[src/hw/rtl/rhc_pkg.sv]
// rhc_pkg: shared types, constants and the known-tag lookup for the header classifier
// depends on nothing; imported by rhc_front, rhc_queue, rhc_back and the top level
`default_nettype none

package rhc_pkg;

    localparam int KNOWN_CODES = 22;
    // payload length field in the queue entry, sized for the largest supported payload
    localparam int LEN_W       = 16;
    // tag count field in the queue entry, sized for the largest supported tag table
    localparam int NSEL_W      = 6;
    localparam int QUEUE_DEPTH = 4;
    localparam int QPTR_W      = 2;
    localparam int QCNT_W      = 3;

    localparam logic [31:0] KNOWN_TAGS [KNOWN_CODES] = '{
        32'h00444150, 32'h00474953, 32'h00524556, 32'h31545544,
        32'h434e4f4e, 32'h454c4544, 32'h48544150, 32'h49415444,
        32'h49444152, 32'h4b425550, 32'h5041454c, 32'h5044494d,
        32'h50455253, 32'h544e494d, 32'h544f4f52, 32'h54524543,
        32'h5458414d, 32'h58444e49, 32'hFF444150, 32'hFF474953,
        32'hFF524556, 32'h7a7a7a7a
    };

    typedef enum logic [1:0] {
        OP_NONE,
        OP_OFFSET,
        OP_TAG
    } t_word_op;

    typedef struct packed {
        logic [31:0]       dword;
        t_word_op          op;
        logic              first;
        logic              last;
        logic [LEN_W-1:0]  len;
        logic              pre_ok;
        logic              multi;
        logic [NSEL_W-1:0] n_small;
    } t_rhc_entry;

    function automatic logic code_is_known(input logic [31:0] code, input int unsigned limit);
        logic hit;
        hit = 1'b0;
        for (int k = 0; k < KNOWN_CODES; k++) begin
            if ((k < limit) && (KNOWN_TAGS[k] == code)) begin
                hit = 1'b1;
            end
        end
        return hit;
    endfunction

endpackage

`default_nettype wire

[src/hw/rtl/rhc_front.sv]
// rhc_front: takes payload bytes, gathers little-endian dwords and classifies each one
// depends on rhc_pkg; pushes one entry per accepted byte into rhc_queue
`default_nettype none

module rhc_front #(
    parameter int MAX_PAYLOAD_BYTES = 65535,
    parameter int TAG_TABLE_SIZE    = 22
) (
    input  wire logic                i_clk,
    input  wire logic                i_rst_n,
    input  wire logic                i_valid,
    output logic                     o_stall,
    input  wire logic [7:0]          i_payload_byte,
    input  wire logic                i_first_byte,
    input  wire logic                i_last_byte,
    input  wire logic                i_full,
    output logic                     o_push,
    output rhc_pkg::t_rhc_entry      o_entry
);
    import rhc_pkg::*;

    localparam int POS_W = $clog2(MAX_PAYLOAD_BYTES + 1);
    localparam int IDX_W = POS_W - 2;
    localparam logic [POS_W-1:0] POS_MAX = POS_W'(MAX_PAYLOAD_BYTES);

    logic [POS_W-1:0] r_pos, n_pos;
    logic [31:0]      r_asm, n_asm;
    logic [31:0]      r_tag_count, n_tag_count;

    logic             accept;
    logic [POS_W-1:0] base_pos;
    logic [31:0]      base_asm;
    logic [31:0]      base_n;
    logic             room;
    logic [1:0]       lane;
    logic [IDX_W-1:0] idx;
    logic [31:0]      asm_new;
    logic             dword_done;
    logic [POS_W-1:0] pos_new;
    logic [32:0]      idx_ext;
    logic [32:0]      n_ext;
    logic             is_count;
    logic             is_off;
    logic             is_tag;
    logic [31:0]      n_eff;
    logic             len_ge4;
    logic             n_ok;
    logic             len_ge8n;

    assign accept  = i_valid && !i_full;
    assign o_stall = i_full;

    always_comb begin
        // a start marker clears the state before the byte is taken
        base_pos = i_first_byte ? '0    : r_pos;
        base_asm = i_first_byte ? 32'd0 : r_asm;
        base_n   = i_first_byte ? 32'd0 : r_tag_count;

        room = base_pos < POS_MAX;
        lane = base_pos[1:0];
        idx  = base_pos[POS_W-1:2];

        asm_new    = room ? (base_asm | (32'(i_payload_byte) << {lane, 3'b000})) : base_asm;
        dword_done = room && (lane == 2'd3);
        pos_new    = room ? (base_pos + POS_W'(1)) : base_pos;

        idx_ext = 33'(idx);
        n_ext   = 33'(base_n);

        is_count = dword_done && (idx == '0);
        is_off   = dword_done && (idx != '0) && (base_n >= 32'd2) && (idx_ext == (n_ext - 33'd1));
        is_tag   = dword_done && (idx != '0) && (idx_ext >= n_ext) && (idx_ext < (n_ext << 1));

        n_eff = is_count ? asm_new : base_n;

        // length checks that need only the count
        len_ge4  = pos_new >= POS_W'(4);
        n_ok     = (n_eff != 32'd0) && (n_eff <= 32'(TAG_TABLE_SIZE));
        len_ge8n = 35'(pos_new) >= {n_eff, 3'b000};
    end

    always_comb begin
        o_push          = accept;
        o_entry.dword   = asm_new;
        o_entry.op      = is_off ? OP_OFFSET : (is_tag ? OP_TAG : OP_NONE);
        o_entry.first   = i_first_byte;
        o_entry.last    = i_last_byte;
        o_entry.len     = LEN_W'(pos_new);
        o_entry.pre_ok  = len_ge4 && n_ok && len_ge8n;
        o_entry.multi   = n_eff > 32'd1;
        o_entry.n_small = n_eff[NSEL_W-1:0];
    end

    always_comb begin
        n_pos       = r_pos;
        n_asm       = r_asm;
        n_tag_count = r_tag_count;
        if (accept) begin
            if (i_last_byte) begin
                n_pos       = '0;
                n_asm       = 32'd0;
                n_tag_count = 32'd0;
            end else begin
                n_pos       = pos_new;
                n_asm       = dword_done ? 32'd0 : asm_new;
                n_tag_count = n_eff;
            end
        end
    end

    always_ff @(posedge i_clk) begin
        if (!i_rst_n) begin
            r_pos       <= '0;
            r_asm       <= 32'd0;
            r_tag_count <= 32'd0;
        end else begin
            r_pos       <= n_pos;
            r_asm       <= n_asm;
            r_tag_count <= n_tag_count;
        end
    end

`ifndef SYNTHESIS
    // a verdict byte leaves the front ready for a fresh payload
    a_clear_after_last: assert property (@(posedge i_clk) disable iff (!i_rst_n)
        (accept && i_last_byte) |=> (r_pos == '0) && (r_tag_count == 32'd0))
        else $error("front state not cleared after last byte");
    // position never runs past the saturation point
    a_pos_saturates: assert property (@(posedge i_clk) disable iff (!i_rst_n)
        r_pos <= POS_MAX)
        else $error("byte position beyond maximum");
`endif

endmodule

`default_nettype wire

[src/hw/rtl/rhc_queue.sv]
// rhc_queue: short fifo of classified entries between front and back
// depends on rhc_pkg for the entry type and depth
`default_nettype none

module rhc_queue (
    input  wire logic                i_clk,
    input  wire logic                i_rst_n,
    input  wire logic                i_push,
    input  rhc_pkg::t_rhc_entry      i_entry,
    output logic                     o_full,
    output logic                     o_valid,
    output rhc_pkg::t_rhc_entry      o_entry,
    input  wire logic                i_pop
);
    import rhc_pkg::*;

    t_rhc_entry        r_mem [QUEUE_DEPTH];
    logic [QPTR_W-1:0] r_wr_ptr, n_wr_ptr;
    logic [QPTR_W-1:0] r_rd_ptr, n_rd_ptr;
    logic [QCNT_W-1:0] r_count,  n_count;

    assign o_full  = r_count == QCNT_W'(QUEUE_DEPTH);
    assign o_valid = r_count != '0;
    assign o_entry = r_mem[r_rd_ptr];

    always_comb begin
        n_wr_ptr = i_push ? (r_wr_ptr + QPTR_W'(1)) : r_wr_ptr;
        n_rd_ptr = i_pop  ? (r_rd_ptr + QPTR_W'(1)) : r_rd_ptr;
        n_count  = r_count + QCNT_W'(i_push) - QCNT_W'(i_pop);
    end

    always_ff @(posedge i_clk) begin
        if (i_push) begin
            r_mem[r_wr_ptr] <= i_entry;
        end
    end

    always_ff @(posedge i_clk) begin
        if (!i_rst_n) begin
            r_wr_ptr <= '0;
            r_rd_ptr <= '0;
            r_count  <= '0;
        end else begin
            r_wr_ptr <= n_wr_ptr;
            r_rd_ptr <= n_rd_ptr;
            r_count  <= n_count;
        end
    end

`ifndef SYNTHESIS
    a_no_overflow: assert property (@(posedge i_clk) disable iff (!i_rst_n)
        o_full |-> !i_push)
        else $error("push into full queue");
    a_no_underflow: assert property (@(posedge i_clk) disable iff (!i_rst_n)
        i_pop |-> o_valid)
        else $error("pop from empty queue");
`endif

endmodule

`default_nettype wire

[src/hw/rtl/rhc_back.sv]
// rhc_back: tag lookup, last-offset capture and the final verdict with its output register
// depends on rhc_pkg for the entry type and the known-tag table
`default_nettype none

module rhc_back #(
    parameter int TAG_TABLE_SIZE = 22
) (
    input  wire logic                i_clk,
    input  wire logic                i_rst_n,
    input  wire logic                i_valid,
    input  rhc_pkg::t_rhc_entry      i_entry,
    output logic                     o_pop,
    output logic                     o_valid,
    output logic                     o_is_match,
    input  wire logic                i_stall
);
    import rhc_pkg::*;

    localparam int unsigned TABLE_LIMIT =
        (TAG_TABLE_SIZE < KNOWN_CODES) ? TAG_TABLE_SIZE : KNOWN_CODES;

    logic        r_unknown,   n_unknown;
    logic [31:0] r_last_off,  n_last_off;
    logic        r_out_valid, n_out_valid;
    logic        r_is_match,  n_is_match;

    logic        can_take;
    logic        base_unknown;
    logic [31:0] base_off;
    logic        known;
    logic        eff_unknown;
    logic [31:0] eff_off;
    logic [33:0] need_len;
    logic        len_ok;
    logic        verdict;

    always_comb begin
        // entries without a verdict never wait on the output
        can_take = !i_entry.last || !r_out_valid || !i_stall;
        o_pop    = i_valid && can_take;

        base_unknown = i_entry.first ? 1'b0  : r_unknown;
        base_off     = i_entry.first ? 32'd0 : r_last_off;

        known       = code_is_known(i_entry.dword, TABLE_LIMIT);
        eff_unknown = base_unknown || ((i_entry.op == OP_TAG) && !known);
        eff_off     = (i_entry.op == OP_OFFSET) ? i_entry.dword : base_off;

        need_len = (34'(i_entry.n_small) << 2) + 34'(eff_off);
        len_ok   = !i_entry.multi || (34'(i_entry.len) >= need_len);
        verdict  = i_entry.pre_ok && len_ok && !eff_unknown;
    end

    always_comb begin
        n_unknown   = r_unknown;
        n_last_off  = r_last_off;
        n_out_valid = r_out_valid && i_stall;
        n_is_match  = r_is_match;
        if (o_pop) begin
            if (i_entry.last) begin
                n_unknown   = 1'b0;
                n_last_off  = 32'd0;
                n_out_valid = 1'b1;
                n_is_match  = verdict;
            end else begin
                n_unknown  = eff_unknown;
                n_last_off = eff_off;
            end
        end
    end

    always_ff @(posedge i_clk) begin
        if (!i_rst_n) begin
            r_unknown   <= 1'b0;
            r_last_off  <= 32'd0;
            r_out_valid <= 1'b0;
            r_is_match  <= 1'b0;
        end else begin
            r_unknown   <= n_unknown;
            r_last_off  <= n_last_off;
            r_out_valid <= n_out_valid;
            r_is_match  <= n_is_match;
        end
    end

    assign o_valid    = r_out_valid;
    assign o_is_match = r_is_match;

`ifndef SYNTHESIS
    a_verdict_loads: assert property (@(posedge i_clk) disable iff (!i_rst_n)
        (o_pop && i_entry.last) |=> o_valid)
        else $error("verdict entry did not load the output");
    a_failed_precheck: assert property (@(posedge i_clk) disable iff (!i_rst_n)
        (o_pop && i_entry.last && !i_entry.pre_ok) |=> !o_is_match)
        else $error("match despite failed length or count check");
`endif

endmodule

`default_nettype wire

[src/hw/rtl/roughtime_header_classifier_top.sv]
// roughtime_header_classifier_top: byte-stream classifier for message headers
// depends on rhc_pkg, rhc_front, rhc_queue and rhc_back
`default_nettype none

// Takes a packet payload one byte per word on the input channel and gives one
// verdict word (o_is_match) for each byte marked last. Bytes form little-endian
// dwords: dword 0 is the tag count N, dwords 1..N-1 are offsets (the last one is
// kept), dwords N..2N-1 are tags checked against the known-tag table. A match
// needs length >= 4, 1 <= N <= TAG_TABLE_SIZE, length >= 8N, for N > 1 length
// >= 4N + last offset, and all tags known. A start marker restarts the payload;
// after a verdict the next byte starts a new payload with or without a marker.
// The byte count saturates at MAX_PAYLOAD_BYTES; later bytes are ignored.
// Rate: one byte per clock while o_stall is low. The front takes a byte every cycle while
// the four-entry queue has room; the verdict entry passes through the queue and is then
// loaded into the output register, which holds it while i_stall is high.
// Output stalls block only verdict entries, so up to four bytes are absorbed
// before o_stall rises.
module roughtime_header_classifier_top #(
    parameter int MAX_PAYLOAD_BYTES = 65535,
    parameter int TAG_TABLE_SIZE    = 22
) (
    input  wire logic       i_clk,
    input  wire logic       i_rst_n,
    // byte input channel
    input  wire logic       i_valid,
    output logic            o_stall,
    input  wire logic [7:0] i_payload_byte,
    input  wire logic       i_first_byte,
    input  wire logic       i_last_byte,
    // verdict output channel
    output logic            o_valid,
    input  wire logic       i_stall,
    output logic            o_is_match
);
    import rhc_pkg::*;

    // classified entry travelling from front to back
    t_rhc_entry push_entry;
    t_rhc_entry pop_entry;
    logic       push;
    logic       pop;
    logic       q_full;
    logic       q_valid;

    // front: byte gathering, dword classification, count-based length checks
    rhc_front #(
        .MAX_PAYLOAD_BYTES (MAX_PAYLOAD_BYTES),
        .TAG_TABLE_SIZE    (TAG_TABLE_SIZE)
    ) u_front (
        .i_clk          (i_clk),
        .i_rst_n        (i_rst_n),
        .i_valid        (i_valid),
        .o_stall        (o_stall),
        .i_payload_byte (i_payload_byte),
        .i_first_byte   (i_first_byte),
        .i_last_byte    (i_last_byte),
        .i_full         (q_full),
        .o_push         (push),
        .o_entry        (push_entry)
    );

    // decoupling queue so output stalls do not hold the byte stream at once
    rhc_queue u_queue (
        .i_clk   (i_clk),
        .i_rst_n (i_rst_n),
        .i_push  (push),
        .i_entry (push_entry),
        .o_full  (q_full),
        .o_valid (q_valid),
        .o_entry (pop_entry),
        .i_pop   (pop)
    );

    // back: tag table lookup, offset check and registered verdict
    rhc_back #(
        .TAG_TABLE_SIZE (TAG_TABLE_SIZE)
    ) u_back (
        .i_clk      (i_clk),
        .i_rst_n    (i_rst_n),
        .i_valid    (q_valid),
        .i_entry    (pop_entry),
        .o_pop      (pop),
        .o_valid    (o_valid),
        .o_is_match (o_is_match),
        .i_stall    (i_stall)
    );

endmodule

`default_nettype wire
[config.mk]
export PLATFORM = sky130hd
export DESIGN_NAME = roughtime_header_classifier_top
export DESIGN_NICKNAME = d
export VERILOG_FILES = /design/src/hw/rtl/rhc_pkg.sv /design/src/hw/rtl/rhc_front.sv /design/src/hw/rtl/rhc_queue.sv /design/src/hw/rtl/rhc_back.sv /design/src/hw/rtl/roughtime_header_classifier_top.sv
export SDC_FILE = /design/constraint.sdc
export NUM_CORES = 1
export LEC_CHECK = 0
export BUFFER_PORTS_ARGS = -buffer_cell sky130_fd_sc_hd__buf_2
export CAP_MARGIN = 20
export CORE_AREA = 2 2 233 189
export CTS_CLUSTER_DIAMETER = 50
export CTS_CLUSTER_SIZE = 40
export DETAILED_ROUTE_END_ITERATION = 6
export DIE_AREA = 0 0 235 191
export PLACE_DENSITY = 0.66
export SYNTH_ARGS = -nofsm -noshare
export SYNTH_HDL_FRONTEND = slang
export SYNTH_SLANG_ARGS = --single-unit
[constraint.sdc]
create_clock -name i_clk -period 7.8 [get_ports i_clk]
set_clock_uncertainty 0.05 [all_clocks]
set_input_delay 1.56 -clock i_clk [delete_from_list [all_inputs] [get_ports i_clk]]
set_output_delay 1.56 -clock i_clk [all_outputs]
set_load 0.05 [all_outputs]
==> impl_metrics.ini <==
[placed_design]
place_congestion = 0.938
hpwl_um = 37100
io_buffer_count = 16
dp_slack_ps = 1380

[global_routing]
first_global_vias = 12900
grt_max_degree = 105
antenna_found_initial = 1
grtUsageTotal_pct = 23.3
gr-total-overflow = 0
grt_pass1_wl_um = 80800

[pwr]
power_density_mw_per_mm2 = 289
p_leak_nw = 6.86
ir_worst_vdd_mv = 0.182

[die]
die_area_mm2 = 0.0449
fp.dieH_um = 191
rows = 68
initial_utilization_pct = 44.6
core_mm2 = 0.0426
dieWidth_um = 235
pin_count = 17

[sta]
tns_ps = 0
slew_headroom_pct = 27.3
slew_viol_final = 0
max_freq_ghz = 0.168
setup_viol = 0
fin_ws_ps = 1840
worst_pin_slew_ps = 1060
min_period_ps = 5960
post-route-period-util_pct = 76.5
finalHoldViolCount = 0
rsz0062_at_grt = false

[worst_setup_path]
rrSetupSlack_ps = 1840
worstReg2RegEnd = u_back.o_is_match
r2r_cells = 19
crit_type = in2reg
cp-start-kind = input pin
cp_data_required_time_ps = 8060
arrival_ps = 6220
cp_max_fo = 58
setup.worst_path.end_class = flip-flop

[clocking]
clock_sinks = 364
cts_buffers = 31
htree_levels = 1
cts_setup_buffers = 0
clock-root-buffer = clkbuf_16
cts-resized-gates = 0
postCtsHoldBufs = 0
clkTransAtPathRegs_ps = 80
cts_tree = yes
clk_latency_ps = 600
clock_path_buffers = 3

[synth]
syn_nets = 1730
synthTopCellsByCount = 240 x edfxtp_1, 129 x nor2b_1, 124 x dfxtp_1
synth.top_cell.area_share_pct = 37.9
avgSynthCellArea_um2 = 11.6
synthesis.area_mm2 = 0.0190
yosys.area.top_type = edfxtp_1
yosys.cell_count.top_type = edfxtp_1
synthCells = 1644
yosysSeqAreaShare_pct = 51.0
ys_warn_count = 0
synth_edf_count = 240
synth_cell_types = 88
ys.flop_type = edfxtp_1
synth.area.top_cells = edfxtp_1 38%, dfxtp_1 13%, mux4_2 7.1%
ys_ff_latch = 364
async_flop_share_pct = 0

[drt]
vias_per_cell = 6.24
drt_iter0_drc = 1789
drcViolationCount = 0
via_count = 13800
drt-total-wl_um = 53100
dr.pass1.iters = 6
ant_nets = 0
wl_per_cell_um = 24.0

[run_status]
run_status = finished clean

[cells_and_area]
area.growth.synth_to_final_pct = 9.33
layout-drive-gt1-share_pct = 12.2
n_fill_cell = 3755
num_antenna_cells = 0
num-nets-final = 1714

[worst_hold_path]
hp-start = u_back.o_valid
whs_endpoint = u_back.o_valid
hold-path-cell-count = 2
hold_class = reg2reg

[job]
max_cap_viol_count = 0
==> logic make-up (layout without fill, tap and decap cells) <==
| logic type | after synthesis | after routing | synth area share [%] |
|---|---|---|---|
| multiplexers | 89 | 89 | 8.69 |
| AO/OA/AOI/OAI | 363 | 363 | 13.4 |
| adder cells (fa/ha/maj) | 72 | 72 | 4.82 |
| buffers and inverters | 137 | 144 | 3.00 |
| XOR/XNOR | 52 | 52 | 2.40 |
| flip-flops | 364 | 364 | 51.0 |
| AND/OR/NAND/NOR | 567 | 567 | 16.7 |
==> worst max path at each step <==
stage | from | to | slack, ps | cells past startpoint
2_1_floorplan | i_first_byte | u_queue.r_mem[0][7] | 1550 | 24
3_3_place_gp | i_first_byte | u_queue.r_mem[0][7] | 1400 | 21
3_5_place_dp | i_first_byte | u_queue.r_mem[3][7] | 1380 | 21
4_1_cts | flip-flop | u_back.o_is_match | 1810 | 19
5_1_grt | flip-flop | u_back.o_is_match | 1310 | 19
6_report | i_first_byte | u_queue.r_mem[3][7] | 1840 | 21
==> stage by stage <==
stage / instances / total power, mW / util, % / instance area, um2 / hold WS, ps
3_5_place_dp: 2155 / 4.33 / 46.1 / 19600 / 438
3_3_place_gp: 2155 / 4.31 / 46.1 / 19600 / 417
4_1_cts: 2211 / 6.03 / 48.7 / 20800 / 448
2_1_floorplan: 1644 / 3.75 / - / 19000 / 427
6_report: 2211 / 6.01 / 48.7 / 20800 / 448
5_1_grt: 2211 / 6.29 / 48.7 / 20800 / 492
==> flip-flops by register name (all words and copies together), names as in the netlist, named ones only <==
| name | count |
|---|---|
| u_queue.r_wr_ptr | 2 |
| u_back.r_unknown | 1 |
| u_back.o_is_match | 1 |
| u_front.r_asm | 32 |
| u_back.o_valid | 1 |
| u_queue.r_count | 3 |
| u_queue.r_mem | 240 |
| u_front.r_pos | 16 |
| u_front.r_tag_count | 32 |
| u_queue.r_rd_ptr | 2 |
| u_back.r_last_off | 32 |
==> layer usage <==
metal / routed length [um] / vias to the layer above / global-route usage, %
met5: 0 / - / 0
met4: 907 / 0 / 4.36
met3: 4100 / 77 / 3.35
met2: 22600 / 573 / 34.3
met1: 25600 / 6873 / 36.5
li1: - / 6266 / -
==> cell type report <==
class                   instances  area (um2)  area share, %
clock buffers                  31         776           3.73
clock inverters                25         370           1.78
inverters                      40         150          0.723
multi-input cells            1143        8770           42.2
flip-flops and latches        364        9690           46.7
well taps                     560         701           3.37
repair buffers                 48         320           1.54
==> cell usage in the layout (no fill, tap or decap), types with 9 or more instances in the layout <==
master     Yosys  final
edfxtp_1     240    240
nor2b_1      129    128
dfxtp_1      124    122
nand2_1      112    112
a22oi_1      100    100
nor2_1        75     74
ha_1          70     70
a21oi_1       61     61
mux4_2        60     60
o21ai_0       55     55
nand3_1       45     45
inv_1         38     38
xnor2_1       36     36
buf_4          2     32
nor4_1        31     31
clkbuf_16      0     31
nor3_1        27     27
and2_1        29     25
mux2i_1       21     21
nand4_1       21     21
a211oi_1      19     19
a22o_1        19     19
and3_1        19     19
xor2_1        16     16
buf_2         14     16
a21o_1        15     15
o21a_1        14     14
nor3b_1        9      9
==> report_power, final <==
group / total (mW) / internal [mW] / switching, mW
sequential: 2.35 / 2.24 / 0.116
combinational: 1.95 / 0.699 / 1.25
clock: 1.71 / 0.841 / 0.865
total: 6.01 / 3.78 / 2.23
==> worst max-delay path, cell delays in order <==
cell and delay (ps):
buf_2 130, buf_4 530, nor2b_1 240, and4_1 400
a211oi_1 340, buf_4 230, a22o_1 220, nand2_1 70
o21ai_1 360, inv_1 100, ha_1 310, nor2b_1 130
o21a_1 150, o21a_1 160, o21a_1 160, o21a_1 170
o21bai_1 140, a21oi_1 90, o21a_1 170, o21a_1 180
o311a_1 350
No activity file was read; power rests on OpenSTA's default activity.
